`src/rtl/bertlv_pkg.sv`:
```
// ----------------------------------------------------------------------------
// BER TLV stream decoder package
// Types, result codes and tag constants shared by the decoder RTL.
// ----------------------------------------------------------------------------
package bertlv_pkg;

  // Parser phase.
  typedef enum logic [2:0] {
    PH_TAG,
    PH_LEN,
    PH_LENX,
    PH_BODY,
    PH_SKIP
  } phase_t;

  // Kind of a result item.
  typedef enum logic [2:0] {
    K_INT   = 3'd0,
    K_UNS   = 3'd1,
    K_OID   = 3'd2,
    K_STR   = 3'd3,
    K_EMPTY = 3'd4,
    K_HDR   = 3'd5,
    K_ERR   = 3'd6
  } kind_t;

  // Error codes carried by an error result.
  typedef enum logic [2:0] {
    ERR_NONE     = 3'd0,
    ERR_RSVD_LEN = 3'd1,
    ERR_LONG_LEN = 3'd2,
    ERR_TRUNC    = 3'd3,
    ERR_TOO_LONG = 3'd4,
    ERR_IP_LEN   = 3'd5,
    ERR_UNK_TAG  = 3'd6,
    ERR_OID_CUT  = 3'd7
  } err_t;

  // One result item.
  typedef struct packed {
    kind_t       kind;
    logic [7:0]  tag;
    logic [32:0] value;
    err_t        err;
    logic        eoe;
  } res_t;

  // SNMP tag codes.
  localparam logic [7:0] TAG_INT      = 8'h02;
  localparam logic [7:0] TAG_OCTSTR   = 8'h04;
  localparam logic [7:0] TAG_NULL     = 8'h05;
  localparam logic [7:0] TAG_OID      = 8'h06;
  localparam logic [7:0] TAG_IPADDR   = 8'h40;
  localparam logic [7:0] TAG_COUNTER  = 8'h41;
  localparam logic [7:0] TAG_GAUGE    = 8'h42;
  localparam logic [7:0] TAG_TICKS    = 8'h43;
  localparam logic [7:0] TAG_OPAQUE   = 8'h44;
  localparam logic [7:0] TAG_NOOBJ    = 8'h80;
  localparam logic [7:0] TAG_NOINST   = 8'h81;
  localparam logic [7:0] TAG_ENDVIEW  = 8'h82;

  // Length byte that is reserved and rejected.
  localparam logic [7:0] LEN_RESERVED = 8'hff;

  // Result queue depth.
  localparam int unsigned RQ_DEPTH = 4;
  localparam int unsigned RQ_AW    = $clog2(RQ_DEPTH);

  // Reciprocal of 40 for an 8-bit dividend: q = (b * 205) >> 13.
  localparam logic [15:0] RECIP40  = 16'd205;
  localparam logic [7:0]  OID_DIV  = 8'd40;

  function automatic logic is_null_tag(input logic [7:0] t);
    return (t == TAG_NULL) || (t == TAG_NOOBJ) || (t == TAG_NOINST) || (t == TAG_ENDVIEW);
  endfunction

  function automatic logic is_num_tag(input logic [7:0] t);
    return (t == TAG_INT) || (t == TAG_IPADDR) || (t == TAG_COUNTER) ||
           (t == TAG_GAUGE) || (t == TAG_TICKS);
  endfunction

  function automatic logic is_str_tag(input logic [7:0] t);
    return (t == TAG_OCTSTR) || (t == TAG_OPAQUE);
  endfunction

endpackage

```
`src/rtl/ber_tlv_stream_decoder.sv`:
```
// ----------------------------------------------------------------------------
// BER TLV stream decoder
// Parses an SNMP BER byte stream into integer, unsigned, OID subidentifier,
// string byte, empty marker, constructed header and error items.
// ----------------------------------------------------------------------------
//  Channel  Direction  Item                  Fields
//  in_      slave      one stream byte       tdata: byte_value; tlast: last_byte
//  out_     master     one decoded result    tuser: kind; tlast: end_of_element;
//                                            tdata: tag, value, error_code
//
//  Each byte is decoded between the input register and a four-entry result
//  queue, so one byte is taken per cycle while the queue has room. The first
//  byte of an OID yields two items, which the queue absorbs; the input stalls
//  only while fewer than two queue entries are free. Reset (rst_n low,
//  synchronous) returns the parser to the tag phase and empties the queue. A
//  stalled output holds its item until out_tready is seen.
// ----------------------------------------------------------------------------
module ber_tlv_stream_decoder #(
  parameter int unsigned MAX_LENGTH_BYTES = 4,
  parameter int unsigned SUBID_WIDTH      = 16
) (
  input  logic        clk,
  input  logic        rst_n,
  // Input channel.
  input  logic        in_tvalid,
  output logic        in_tready,
  input  logic [7:0]  in_tdata,   // [7:0] byte_value
  input  logic        in_tlast,   // last_byte
  // Result channel.
  output logic        out_tvalid,
  input  logic        out_tready,
  output logic [47:0] out_tdata,  // [7:0] tag, [40:8] value, [43:41] error_code, [47:44] zero
  output logic [2:0]  out_tuser,  // [2:0] kind
  output logic        out_tlast   // end_of_element
);
  import bertlv_pkg::*;

  localparam int unsigned LenCntW = 3;

  // Input register.
  logic                     inq_valid_r;
  logic [7:0]               inq_byte_r;
  logic                     inq_last_r;

  // Parser state.
  phase_t                   phase_r, phase_nxt;
  logic [7:0]               tag_r, tag_nxt;
  logic [31:0]              rem_r, rem_nxt;
  logic [LenCntW-1:0]       lenleft_r, lenleft_nxt;
  logic [31:0]              acc_r, acc_nxt;
  logic [SUBID_WIDTH-1:0]   subid_r, subid_nxt;
  logic                     first_r, first_nxt;

  // Result queue.
  res_t                     rq_r [RQ_DEPTH];
  logic [RQ_AW-1:0]         rq_wr_r, rq_rd_r;
  logic [RQ_AW:0]           rq_cnt_r;

  // Shared decode signals.
  logic [7:0]               b;
  logic                     last;
  logic                     fire;
  logic                     pop;
  logic [6:0]               bl;
  logic                     begin_now;
  logic [31:0]              len_c;
  err_t                     beg_err;
  err_t                     err_c;
  logic [31:0]              rem_dec;
  logic                     body_done;
  logic [31:0]              acc_new;
  logic [SUBID_WIDTH-1:0]   subid_shift;
  logic [SUBID_WIDTH-1:0]   subid_val;
  logic [15:0]              div_prod;
  logic [2:0]               oid_q;
  logic [7:0]               oid_r;
  logic [7:0]               tag_cur;
  logic                     t_null, t_num, t_str, t_oid, t_int;
  phase_t                   phase_beg;

  // Results of this cycle.
  logic [1:0]               nres;
  res_t                     res0, res1;

  assign b    = inq_byte_r;
  assign last = inq_last_r;
  assign bl   = b[6:0];

  // Handshakes: the queue must have room for two items before a byte is decoded.
  assign fire      = inq_valid_r && (rq_cnt_r <= (RQ_AW+1)'(RQ_DEPTH - 2));
  assign in_tready = !inq_valid_r || fire;
  assign pop       = out_tvalid && out_tready;

  // Input register.
  always_ff @(posedge clk) begin
    if (!rst_n) begin
      inq_valid_r <= 1'b0;
    end else if (in_tready) begin
      inq_valid_r <= in_tvalid;
    end
    if (in_tready && in_tvalid) begin
      inq_byte_r <= in_tdata;
      inq_last_r <= in_tlast;
    end
  end

  // Tag classes of the element being decoded.
  assign t_null = is_null_tag(tag_r);
  assign t_num  = is_num_tag(tag_r);
  assign t_str  = is_str_tag(tag_r);
  assign t_oid  = (tag_r == TAG_OID);
  assign t_int  = (tag_r == TAG_INT);

  // Length completion and the checks made when an element begins.
  always_comb begin
    begin_now = 1'b0;
    len_c     = 32'd0;
    if (phase_r == PH_LEN) begin
      len_c     = b[7] ? 32'd0 : {24'd0, b};
      begin_now = (b != LEN_RESERVED) && (!b[7] || (bl == 7'd0));
    end else if (phase_r == PH_LENX) begin
      len_c     = {rem_r[23:0], b};
      begin_now = (lenleft_r == LenCntW'(1));
    end

    beg_err = ERR_NONE;
    if ((len_c != 32'd0) && last) begin
      beg_err = ERR_TRUNC;
    end else if (t_null) begin
      beg_err = ERR_NONE;
    end else if (t_num) begin
      if ((tag_r == TAG_IPADDR) && (len_c != 32'd4)) begin
        beg_err = ERR_IP_LEN;
      end else if (len_c > 32'd4) begin
        beg_err = ERR_TOO_LONG;
      end
    end else if (t_str || t_oid || tag_r[5]) begin
      beg_err = ERR_NONE;
    end else begin
      beg_err = ERR_UNK_TAG;
    end

    if ((len_c == 32'd0) || !(t_null || t_num || t_str || t_oid)) begin
      phase_beg = PH_TAG;
    end else if (t_null) begin
      phase_beg = PH_SKIP;
    end else begin
      phase_beg = PH_BODY;
    end
  end

  // Contents arithmetic.
  assign rem_dec     = rem_r - {31'd0, (rem_r != 32'd0)};
  assign body_done   = (rem_dec == 32'd0);
  assign acc_new     = (t_int && first_r) ? {{24{b[7]}}, b} : {acc_r[23:0], b};
  assign subid_shift = (subid_r | SUBID_WIDTH'(bl)) << 7;
  assign subid_val   = subid_r | SUBID_WIDTH'(b);
  assign div_prod    = 16'(b) * RECIP40;
  assign oid_q       = div_prod[15:13];
  assign oid_r       = b - (8'(oid_q) * OID_DIV);
  assign tag_cur     = (phase_r == PH_TAG) ? b : tag_r;

  // Error detection for the current byte.
  always_comb begin
    err_c = ERR_NONE;
    unique case (phase_r)
      PH_TAG: begin
        if (last) err_c = ERR_TRUNC;
      end
      PH_LEN: begin
        if (b == LEN_RESERVED) begin
          err_c = ERR_RSVD_LEN;
        end else if (b[7] && (bl > 7'(MAX_LENGTH_BYTES))) begin
          err_c = ERR_LONG_LEN;
        end else if (begin_now) begin
          err_c = beg_err;
        end else if (last) begin
          err_c = ERR_TRUNC;
        end
      end
      PH_LENX: begin
        if (begin_now) begin
          err_c = beg_err;
        end else if (last) begin
          err_c = ERR_TRUNC;
        end
      end
      PH_BODY: begin
        if (rem_r != 32'd0) begin
          if (!body_done && last) begin
            err_c = ERR_TRUNC;
          end else if (t_oid && !first_r && b[7] && body_done && !t_str) begin
            err_c = ERR_OID_CUT;
          end
        end
      end
      PH_SKIP: begin
        if ((rem_dec != 32'd0) && last) err_c = ERR_TRUNC;
      end
      default: err_c = ERR_NONE;
    endcase
  end

  // Next parser state.
  always_comb begin
    phase_nxt   = phase_r;
    tag_nxt     = tag_r;
    rem_nxt     = rem_r;
    lenleft_nxt = lenleft_r;
    acc_nxt     = acc_r;
    subid_nxt   = subid_r;
    first_nxt   = first_r;

    unique case (phase_r)
      PH_TAG: begin
        tag_nxt   = b;
        phase_nxt = PH_LEN;
      end
      PH_LEN: begin
        rem_nxt = len_c;
        if (!begin_now) begin
          lenleft_nxt = LenCntW'(bl);
          phase_nxt   = PH_LENX;
        end
      end
      PH_LENX: begin
        rem_nxt     = len_c;
        lenleft_nxt = lenleft_r - LenCntW'(1);
      end
      PH_BODY: begin
        rem_nxt = rem_dec;
        if (rem_r != 32'd0 && !body_done) begin
          if (t_str) begin
            // String bytes need no state.
          end else if (t_oid) begin
            if (first_r) begin
              first_nxt = 1'b0;
            end else if (b[7]) begin
              subid_nxt = subid_shift;
            end else begin
              subid_nxt = '0;
            end
          end else begin
            acc_nxt   = acc_new;
            first_nxt = first_r & !t_int;
          end
        end
      end
      PH_SKIP: begin
        rem_nxt = rem_dec;
      end
      default: phase_nxt = PH_TAG;
    endcase

    // An element begins once its length is complete.
    if (begin_now) begin
      acc_nxt   = '0;
      subid_nxt = '0;
      first_nxt = 1'b1;
      phase_nxt = phase_beg;
    end

    // End of contents, an error or an unknown phase clears the working state.
    if ((err_c != ERR_NONE) ||
        ((phase_r == PH_BODY) && ((rem_r == 32'd0) || body_done)) ||
        ((phase_r == PH_SKIP) && (rem_dec == 32'd0)) ||
        !((phase_r == PH_TAG) || (phase_r == PH_LEN) || (phase_r == PH_LENX) ||
          (phase_r == PH_BODY) || (phase_r == PH_SKIP))) begin
      phase_nxt   = PH_TAG;
      rem_nxt     = '0;
      lenleft_nxt = '0;
      acc_nxt     = '0;
      subid_nxt   = '0;
      first_nxt   = 1'b1;
    end
  end

  // Result items of the current byte.
  always_comb begin
    nres       = 2'd0;
    res0.kind  = K_EMPTY;
    res0.tag   = tag_cur;
    res0.value = '0;
    res0.err   = ERR_NONE;
    res0.eoe   = 1'b1;
    res1       = res0;

    if (err_c != ERR_NONE) begin
      nres      = 2'd1;
      res0.kind = K_ERR;
      res0.err  = err_c;
    end else if (begin_now) begin
      if (t_null) begin
        nres = 2'd1;
      end else if (t_num || t_str || t_oid) begin
        if (len_c == 32'd0) begin
          nres = 2'd1;
          if (t_num) res0.kind = t_int ? K_INT : K_UNS;
        end
      end else begin
        nres       = 2'd1;
        res0.kind  = K_HDR;
        res0.value = {1'b0, len_c};
        res0.eoe   = (len_c == 32'd0);
      end
    end else if ((phase_r == PH_BODY) && (rem_r != 32'd0)) begin
      res0.eoe = body_done;
      if (t_str) begin
        nres       = 2'd1;
        res0.kind  = K_STR;
        res0.value = {25'd0, b};
      end else if (t_oid) begin
        res0.kind = K_OID;
        if (first_r) begin
          nres       = 2'd2;
          res0.value = {30'd0, oid_q};
          res0.eoe   = 1'b0;
          res1.kind  = K_OID;
          res1.value = {25'd0, oid_r};
          res1.eoe   = body_done;
        end else if (!b[7]) begin
          nres       = 2'd1;
          res0.value = 33'(subid_val);
        end
      end else if (body_done) begin
        nres = 2'd1;
        if (t_int) begin
          res0.kind  = K_INT;
          res0.value = {acc_new[31], acc_new};
        end else begin
          res0.kind  = K_UNS;
          res0.value = {1'b0, acc_new};
        end
      end
    end
  end

  // Parser state registers.
  always_ff @(posedge clk) begin
    if (!rst_n) begin
      phase_r   <= PH_TAG;
      tag_r     <= '0;
      rem_r     <= '0;
      lenleft_r <= '0;
      acc_r     <= '0;
      subid_r   <= '0;
      first_r   <= 1'b1;
    end else if (fire) begin
      phase_r   <= phase_nxt;
      tag_r     <= tag_nxt;
      rem_r     <= rem_nxt;
      lenleft_r <= lenleft_nxt;
      acc_r     <= acc_nxt;
      subid_r   <= subid_nxt;
      first_r   <= first_nxt;
    end
  end

  // Result queue pointers and fill count.
  always_ff @(posedge clk) begin
    if (!rst_n) begin
      rq_wr_r  <= '0;
      rq_rd_r  <= '0;
      rq_cnt_r <= '0;
    end else begin
      if (fire) begin
        rq_wr_r <= rq_wr_r + RQ_AW'(nres);
      end
      if (pop) begin
        rq_rd_r <= rq_rd_r + RQ_AW'(1);
      end
      rq_cnt_r <= rq_cnt_r + (fire ? (RQ_AW+1)'(nres) : '0) - (RQ_AW+1)'(pop);
    end
  end

  // Result queue storage.
  always_ff @(posedge clk) begin
    if (fire && (nres != 2'd0)) begin
      rq_r[rq_wr_r] <= res0;
    end
    if (fire && (nres == 2'd2)) begin
      rq_r[rq_wr_r + RQ_AW'(1)] <= res1;
    end
  end

  // Result channel.
  assign out_tvalid = (rq_cnt_r != '0);
  assign out_tdata  = {4'd0, rq_r[rq_rd_r].err, rq_r[rq_rd_r].value, rq_r[rq_rd_r].tag};
  assign out_tuser  = rq_r[rq_rd_r].kind;
  assign out_tlast  = rq_r[rq_rd_r].eoe;

endmodule
```
`config.mk`:
```
export PLATFORM = sky130hd
export DESIGN_NAME = ber_tlv_stream_decoder
export DESIGN_NICKNAME = d
export VERILOG_FILES = /design/src/rtl/bertlv_pkg.sv /design/src/rtl/ber_tlv_stream_decoder.sv
export SDC_FILE = /design/constraint.sdc
export NUM_CORES = 1
export LEC_CHECK = 0
export BUFFER_PORTS_ARGS = -buffer_cell sky130_fd_sc_hd__buf_2
export CORE_MARGIN = 1.5
export CORE_UTILIZATION = 59
export DETAILED_ROUTE_END_ITERATION = 6
export GPL_TIMING_DRIVEN = 1
export PLACE_DENSITY = 0.89
export SLEW_MARGIN = 20
export SYNTH_ARGS = -nofsm -noshare
export SYNTH_HDL_FRONTEND = slang
export SYNTH_SLANG_ARGS = --single-unit
export TNS_END_PERCENT = 10
```
`constraint.sdc`:
```
create_clock -name clk -period 6.2 [get_ports clk]
set_input_delay 0.93 -clock clk [delete_from_list [all_inputs] [get_ports clk]]
set_output_delay 0.93 -clock clk [all_outputs]
set_load 0.02 [all_outputs]
```
==> After elaboration in Yosys (flattened, before gate mapping) <==
Memories as Yosys holds them, arrays and structs flattened. A register that Yosys moved wholly into a read port is not among the register bits.
Cells that the tools add are included.
{ "totals": {"ff_bits": 104, "mem_bits_rw": 192, "in_bits": 13, "output_inout_bits": 54, "wordCells": 254, "n_memories": 1} }
{ "classes": {"n_addsub": 8, "n_mul": 2, "magnitude_cmp": 3, "eq_ne": 26, "mux": 119, "bitwise_logic": 3, "reduce_logical": 79} }
{ "mem_list": {"columns": ["name", "words", "word_bits", "rd", "rd_ports_with_merged_regs", "write_ports", "line", "text"], "rows": [
  ["rq_r", 4, 48, 1, 1, 2, "ber_tlv_stream_decoder.sv:55", "res_t rq_r [RQ_DEPTH];"]
]} }
{ "ops": {"columns": ["cell", "n"], "rows": [
  ["33-bit two-way mux", 7],
  ["32-bit two-way mux", 6],
  ["16-bit two-way mux", 10],
  ["24-bit two-way mux", 6],
  ["3-bit two-way mux", 35],
  ["32-bit logical NOT", 3],
  ["32-bit nonzero test", 3],
  ["32-bit one-hot mux with 2 select lines", 1],
  ["8-bit two-way mux", 7],
  ["8-bit by 7-bit == test with 1-bit output, second input constant", 5],
  ["8-bit == test, second input constant", 4],
  ["32-bit by 3-bit greater-than comparator with 1-bit output, second input constant", 1],
  ["32-bit by 3-bit != test with 1-bit output, second input constant", 1],
  ["32-bit by 1-bit subtractor with 32-bit output", 1],
  ["1-bit two-way mux", 30],
  ["1-bit logical OR", 26],
  ["2-bit two-way mux", 13],
  ["8-bit by 3-bit == test with 1-bit output, second input constant", 3],
  ["3-bit nonzero test", 7],
  ["1-bit logical AND", 20],
  ["8-bit by 8-bit multiplier with 16-bit output, second input constant", 1],
  ["16-bit by 8-bit bitwise OR with 16-bit output", 1],
  ["3-bit one-hot mux with 5 select lines", 1],
  ["3-bit by 2-bit != test with 1-bit output, second input constant", 3],
  ["other kinds (32)", 45]
]} }

==> Longest topological paths before layout <==
Gate-level depths: netlist of run 1.
{ "depth": {"word_depth": 19, "ltp_mapped": 27, "depth_no_buf": 23} }

==> Least setup slack after synthesis of run 1 <==
OpenSTA, ideal clock, no wires.
{ "synth_timing": {"path_kind": "register -> register", "from": "register rem_r[17]", "to": "register rq_cnt_r[2]", "setup_ns": 0.128, "arrival_ns": 5.343, "required_ns": 6.072, "path_slack_ns": 0.729, "path_stages_with_launch": 28, "n_path_buf": 5, "period_less_slack_ns": 5.471, "path_cell_list": "dfxtp_1 clkbuf_1 nor4_2 nand4_1 nor3_1 inv_1 ha_1 ha_1 or3b_2 buf_2 nor4_2 and3_1 or2_4 a2111oi_4 and3_1 buf_4 o211a_1 clkbuf_1 clkbuf_1 o21ai_0 nand2_1 ha_1 inv_1 ha_1 fa_1 xor2_1 xnor2_1 nor2_1"} }
{ "synth_between": {"elab_chain_len": 17, "elab_cells_between_ends": 44, "cone_classes": "add/sub: 3; order compare: 1; eq/ne: 1; mux: 25; reduce/logical: 14"} }
{ "synth_lines": {"columns": ["item", "line", "text"], "rows": [
  ["start, declared", "ber_tlv_stream_decoder.sv:48", "logic [31:0] rem_r, rem_nxt;"],
  ["start signal, assigned", "ber_tlv_stream_decoder.sv:351", "rem_r <= rem_nxt;"],
  ["32-bit two-way mux", "ber_tlv_stream_decoder.sv:121", "end else if (phase_r == PH_LENX) begin"],
  ["32-bit two-way mux", "ber_tlv_stream_decoder.sv:118", "if (phase_r == PH_LEN) begin"],
  ["32-bit by 3-bit greater-than comparator with 1-bit output / 32-bit by 3-bit != test with 1-bit output (equally long branches)", "ber_tlv_stream_decoder.sv:134, ber_tlv_stream_decoder.sv:132", null],
  ["3-bit two-way mux / 1-bit logical AND (equally long branches)", "ber_tlv_stream_decoder.sv:134, ber_tlv_stream_decoder.sv:132", null],
  ["3-bit two-way mux", "ber_tlv_stream_decoder.sv:132", "if ((tag_r == TAG_IPADDR) && (len_c != 32'd4)) begin"],
  ["3-bit two-way mux", "ber_tlv_stream_decoder.sv:131", "end else if (t_num) begin"],
  ["3-bit two-way mux", "ber_tlv_stream_decoder.sv:129", "end else if (t_null) begin"],
  ["3-bit two-way mux", "ber_tlv_stream_decoder.sv:127", "if ((len_c != 32'd0) && last) begin"],
  ["3-bit two-way mux", "ber_tlv_stream_decoder.sv:175", "end else if (begin_now) begin"],
  ["3-bit two-way mux", "ber_tlv_stream_decoder.sv:173", "end else if (b[7] && (bl > 7'(MAX_LENGTH_BYTES))) begin"],
  ["3-bit two-way mux", "ber_tlv_stream_decoder.sv:171", "if (b == LEN_RESERVED) begin"],
  ["3-bit one-hot mux with 5 select lines", "ber_tlv_stream_decoder.sv:166", "unique case (phase_r)"],
  ["3-bit nonzero test", "ber_tlv_stream_decoder.sv:288", "if (err_c != ERR_NONE) begin"],
  ["2-bit two-way mux *", "ber_tlv_stream_decoder.sv:288", null],
  ["2-bit two-way mux *", "ber_tlv_stream_decoder.sv:372", "rq_cnt_r <= rq_cnt_r + (fire ? (RQ_AW+1)'(nres) : '0) - (RQ_AW+1)'(pop);"],
  ["3-bit by 2-bit adder with 3-bit output *", "ber_tlv_stream_decoder.sv:372", null],
  ["3-bit by 1-bit subtractor with 3-bit output *", "ber_tlv_stream_decoder.sv:372", null],
  ["end signal, assigned", "ber_tlv_stream_decoder.sv:372", null],
  ["end, declared", "ber_tlv_stream_decoder.sv:57", "logic [RQ_AW:0] rq_cnt_r;"]
]} }
Mark *: on every way between the ends. The rest lies on a longest branch, timed or not.
A chain may end at the register's enable or synchronous reset.

==> Final worst setup path of run 1 <==
{ "layout_timing": {"from": "register rem_r[16]", "to": "register rq_cnt_r[2]"} }
Same word-level chain as after synthesis.

==> flow_summary.toml, run 1 <==
[outcome]
status = "finished clean"

[timing]
slew_violations = 0
tns_ns = 0
period_needed_ns = 5.88
setup_viol = 0
rsz0062_at_grt = "no"
maxSlewHeadroom = 0.265
hold_viol_final = 0
tightest_slew_ns = 1.09
fmax_mhz = 170
clock_skew_ns = 0.0224
fin_crit_sh = 0.949

[floorplanning]
die_area_sq_um = 28200
io_pins = 67
rows = 60
die_w_um = 168
initial_core_util = 0.598
die_h_um = 168
coreArea_sq_um = 26800

[routing]
routed.top_layer = "met4"
wl_um = 47600
wl_met1_um = 19200
first_pass_iters = 6
initialDrtViolationCount = 2245
viasPerCell = 6.91
vias = 14500
wire_per_inst_um = 22.7
drc = 0
antenna_left = 0
dr_wl_met3_um = 4930
dr_wl_met2_um = 21700

[final_layout]
drive_gt1_frac = 0.150
antenna_cells = 0
final_cell_area_sq_um = 17800
synthToLayoutAreaGrowth_pct = 10.9
nFillCells = 2040
nNetsFinal = 1823
final_cell_mix = "dfxtp_1 (204), nand3_1 (158), o21ai_0 (157)"
final_common_cell = "dfxtp_1"

[clock_network]
cts_tree = "done"
cts_made_buffers = 30
ctsHtreeMaxLevel = 1
clk_latency_ns = 0.56
post_cts_hold_buffer_count = 0
root_buffer = "clkbuf_16"
cts_buffer_depth = 3
cts_sinks = 291
clk_pin_slew_worst_paths_ns = 0.06

[setup_path]
rrSetupSlack_ns = 0.32
crit_fanout = 10
cp-start-kind = "register"
r2r-end = "rq_cnt_r[2]"
crit_path_end_kind = "register"
critPathKind = "reg -> reg"
r2r_cells = 21
required_ns = 6.62
r2r_start = "rem_r[16]"
crit_arrival_ns = 6.30

[worst_hold_path]
hold-path-cell-count = 2
hold_start = "subid_r[11]"
hold_class = "reg -> reg"
holdPathEnd = "subid_r[11]"

[global_routing]
grt_pass1_wl_um = 75200
antenna_found_initial = 0
grt_pass1_vias = 13770
grt_max_degree = 64
grtUsageTotal = 0.334
overflow = 0

[power_and_ir_drop]
peakVddDrop_mv = 0.267
pwr_density_cell_nw_per_um2 = 311
power_mw = 5.53
leakagePower_nw = 6.60

[synthesis]
postSynthAreaPerCell_sq_um = 9.31
synth-edff-count = 85
yosys_register_bits = 291
syn_area_sq_um = 16000
syn_inst = 1722
synth_cell_types = 81
yosys_warnings = 0
ys_seq_area_frac = 0.416
async_reset_ff_frac = 0
synth_top_flop_cell = "dfxtp_1"

[placement]
place.gp.congestion = 0.960
numPortBuffers = 62
placed_area_sq_um = 16700
dp_hpwl_um = 31800

[flow_run]
cap_viol_max_count = 0
## logic make-up after synthesis
family | synth area share
and+or+nand+nor | 0.182
muxes | 0.0724
DFF | 0.416
xor gates and xnor gates | 0.0213
AOI/OAI and AO/OA | 0.183
buffers and inverters | 0.0594
adders and majority gates | 0.0654
other | 0.000234
## cell type report
type,count,area (sq um),share of cell area
Sequential cell,291,6680,0.376
Multi-Input combinational cell,1211,8500,0.478
Inverter,77,289,0.0162
Timing Repair Buffer,123,831,0.0467
Tap cell,341,427,0.0240
Clock inverter,12,175,0.00985
Clock buffer,43,881,0.0495
## cell usage after synthesis (8+ instances only)
cell	instances	area, sq um
a211oi_1	11	82.6
a21oi_1	99	495
a22o_1	33	289
a22oi_1	17	128
and2_1	14	87.6
buf_1	10	37.5
buf_2	30	150
buf_4	10	75.1
clkbuf_1	89	334
dfxtp_1	206	4120
edfxtp_1	85	2550
fa_1	13	260
ha_1	63	788
inv_1	76	285
mux2i_1	8	80.1
mux4_2	48	1080
nand2_1	148	556
nand2b_1	11	68.8
nand3_1	158	791
nand4_1	22	138
nor2_1	98	368
nor3_1	26	130
nor3b_1	8	60.1
nor4_1	21	131
o21ai_0	158	791
o21ai_1	8	40.0
o22ai_1	27	169
o2bb2ai_1	12	105
o31a_1	8	70.1
o31ai_1	36	270
or3_1	10	62.6
or4_1	8	60.1
xnor2_1	25	219
xor2_1	14	123
## metrics by stage
step	util	hold WS (ns)	cells	setup WS, ns
3_3_place_gp	0.624	0.436	2042	0.399
2_1_floorplan	-	0.428	1725	0.729
3_5_place_dp	0.624	0.444	2042	0.220
6_report	0.664	0.451	2098	0.319
5_1_grt	0.664	0.477	2098	0.0600
4_1_cts	0.663	0.453	2097	0.151
## worst max-delay path: stages (launching register included)
cell       delay [ns]
dfxtp_1          0.32
nor4_2           0.60
nand4_1          0.21
nor3_1           0.41
inv_1            0.11
ha_1             0.23
ha_1             0.25
or3b_2           0.37
nor4_2           0.09
and3_1           0.20
or2_4            0.25
a2111oi_4        0.46
a41oi_1          0.25
o21ai_0          0.59
nand2_1          0.13
ha_1             0.29
inv_1            0.04
ha_1             0.18
fa_1             0.37
xor2_1           0.20
xnor2_1          0.14
nor2_1           0.06
## power by group
group	internal [mW]	switching, mW	total (mW)
Clock	1.15	0.759	1.91
Sequential	2.02	0.133	2.16
Combinational	0.584	0.874	1.46
Total	3.76	1.77	5.53
## timing repair
item,in CTS,in global routing
buffers inserted,0,1
setup endpoints to repair,0,4
gates resized for setup,0,1
## per-layer routing
layer  vias to the layer above  global-route usage
met5                         -                   0
met4                         0               0.127
met3                       162              0.0527
met2                       953               0.528
met1                      7005               0.463
li1                       6380                   -
## state kept, by name, summed over array words and instances (netlist names), named ones only
name	flops
tag_r	8
phase_r	3
first_r	1
lenleft_r	3
subid_r	9
rem_r	32
rq_cnt_r	3
rq_rd_r	2
rq_r	192
acc_r	24
inq_valid_r	1
b	8
rq_wr_r	2
inq_last_r	1
## worst max-delay path by stage
stage	start	to	slack, ns
finish	rem_r[16]	rq_cnt_r[2]	0.32
global route	b[2]	rq_r[2][11]	0.06
CTS	b[1]	rq_r[2][11]	0.15
detailed placement	b[1]	rq_r[2][11]	0.22
global placement	b[1]	rq_r[0][11]	0.40
floorplan	rem_r[17]	rq_cnt_r[2]	0.73
No activity file was read; power rests on OpenSTA's default activity.
==> run 2: changes to the inputs <==
--- a/config.mk
+++ b/config.mk
@@ -6,11 +6,13 @@
 export NUM_CORES = 1
 export LEC_CHECK = 0
 export BUFFER_PORTS_ARGS = -buffer_cell sky130_fd_sc_hd__buf_2
+export CAP_MARGIN = 20
 export CORE_MARGIN = 1.5
 export CORE_UTILIZATION = 59
 export DETAILED_ROUTE_END_ITERATION = 6
 export GPL_TIMING_DRIVEN = 1
 export PLACE_DENSITY = 0.89
+export RECOVER_POWER = 50
 export SLEW_MARGIN = 20
 export SYNTH_ARGS = -nofsm -noshare
 export SYNTH_HDL_FRONTEND = slang
==> run 2 against run 1 <==
The run now ends with capacitance limit, slew limit left. Global-route usage unchanged. Non-clock buffer count unchanged. Count of clock-buffer cells in the layout did not move. Largest power group unchanged. Highest routed layer unchanged. Die area stayed put. Sequential share of layout area rose by 0.24 points. Critical path type unchanged. Total power barely moved. Wire length increased by 0.16%. Worst hold slack better by 0.011 ns. Clock power about the same.
==> flow_summary.toml, run 2 (synthesis gave the netlist of run 1 again) <==
[floorplanning]
initial_core_util = 0.598
rows = 60
coreArea_sq_um = 26800
io_pins = 67
die_w_um = 168
die_area_sq_um = 28200
die_h_um = 168

[final_layout]
antenna_cells = 0
nNetsFinal = 1823
top_regs = "rq_r (192), rem_r (32), acc_r (24)"
synthToLayoutAreaGrowth_pct = 10.2
final_common_cell = "dfxtp_1"
drive_gt1_frac = 0.114
regMostFlops = "rq_r"
nFillCells = 2086
fin_util = 0.659
largest_reg_flops = 192
final_cell_mix = "dfxtp_1 (205), o21ai_0 (160), nand3_1 (158)"

[timing]
tns_ns = 0
tightest_slew_ns = 3.34
period_needed_ns = 5.90
hold_viol_final = 0
setup_viol = 0
rsz0062_at_grt = "no"
maxSlewHeadroom = -1.23
clock_skew_ns = 0.0294
fmax_mhz = 170
fin_crit_sh = 0.951
slew_violations = 125
hold-worst-slack_ns = 0.462
setup_ws_ns = 0.304

[routing]
drc = 0
antenna_left = 0
wire_per_inst_um = 22.7
wl_um = 47700
first_pass_iters = 6
vias = 14530
viasPerCell = 6.93
initialDrtViolationCount = 2311

[setup_path]
crit_arrival_ns = 6.26
critPathKind = "reg -> reg"
cpPeakStageDelay_ns = 0.60
critPathTopFamily = "simple AND/OR/NAND/NOR gates"
crit_fanout = 10
crit_chain = "nor4_2 > nand4_1 > nor3_1 > inv_1 > ha_1 > ha_1 > or3b_2 > nor4_2 > and3_1 > or2_4 > a2111oi_4 > a41oi_1 > o21ai_0 > nand2_1 > ha_1 > inv_1 > ha_1 > fa_1 > xor2_1 > xnor2_1 > nor2_1"
cp-start-kind = "register"
path_buf_inv = 2
required_ns = 6.57
crit_path_end_kind = "register"
crit_path_top_delay_cell = "nor4_2"
cpMostUsedCell = "ha_1"

[clock_network]
ctsHtreeMaxLevel = 1
cts_tree = "done"
root_buffer = "clkbuf_16"
post_cts_hold_buffer_count = 0
clk_latency_ns = 0.57
cts_made_buffers = 30
clk_pin_slew_worst_paths_ns = 0.06
cts_buffer_depth = 3
cts_sinks = 291

[power_and_ir_drop]
power_mw = 5.52
leakagePower_nw = 6.40
pwr_density_cell_nw_per_um2 = 313
peakVddDrop_mv = 0.266

[placement]
numPortBuffers = 62
pre_cts_ws_ns = 0.220
dp_hpwl_um = 31800
place.gp.congestion = 0.960

[global_routing]
grt_max_degree = 64
grtUsageTotal = 0.334
antenna_found_initial = 0
overflow = 0
grt_pass1_wl_um = 75200
grt_pass1_vias = 13770

[flow_run]
cap_viol_max_count = 3

[outcome]
failed_checks = "capacitance limit, slew limit"
status = "complete, but fails checks"

[worst_hold_path]
hold_class = "reg -> reg"
-- run 2: cell type report --
type,count,area (sq um),area share
Tap cell,341,427,0.0242
Clock inverter,12,175,0.00992
Timing Repair Buffer,123,741,0.0419
Sequential cell,291,6680,0.378
Inverter,77,289,0.0164
Multi-Input combinational cell,1211,8470,0.480
Clock buffer,43,881,0.0499
-- run 2: power by group --
part | internal [mW] | switching (mW)
registers | 2.02 | 0.133
clock network | 1.15 | 0.762
logic | 0.575 | 0.877
-- run 2: path summary, 6_finish.rpt --
kind | from | endpoint | slack (ns) | cells past startpoint
min | subid_r[11] | subid_r[11] | 0.46 | 2
min reg2reg | subid_r[11] | subid_r[11] | 0.46 | 2
max reg2reg | rem_r[16] | rq_cnt_r[2] | 0.30 | 21
max | rem_r[16] | rq_cnt_r[2] | 0.30 | 21
-- run 2: timing repair --
item	in CTS	in global routing
endpoints found under the setup margin	0	4
gates resized for setup	0	1
setup buffers	0	1
-- run 2: routing by layer --
layer	wire length, um	GRT usage	vias to the layer above
li1	-	-	6371
met1	18900	0.463	6990
met2	21700	0.528	994
met3	5240	0.0527	175
met4	1800	0.127	0
met5	0	0	-
-- run 2: worst min-delay path, stage by stage (launching register included) --
cell and delay (ns):
dfxtp_1 0.31, nand2_1 0.05, o21ai_0 0.06
-- run 2: stage by stage --
step	area (sq um)	std cells
after global placement	16700	2042
final	17700	2098
after detailed placement	16700	2042
after global routing	17700	2098
after floorplan	16000	1725
after CTS	17800	2097
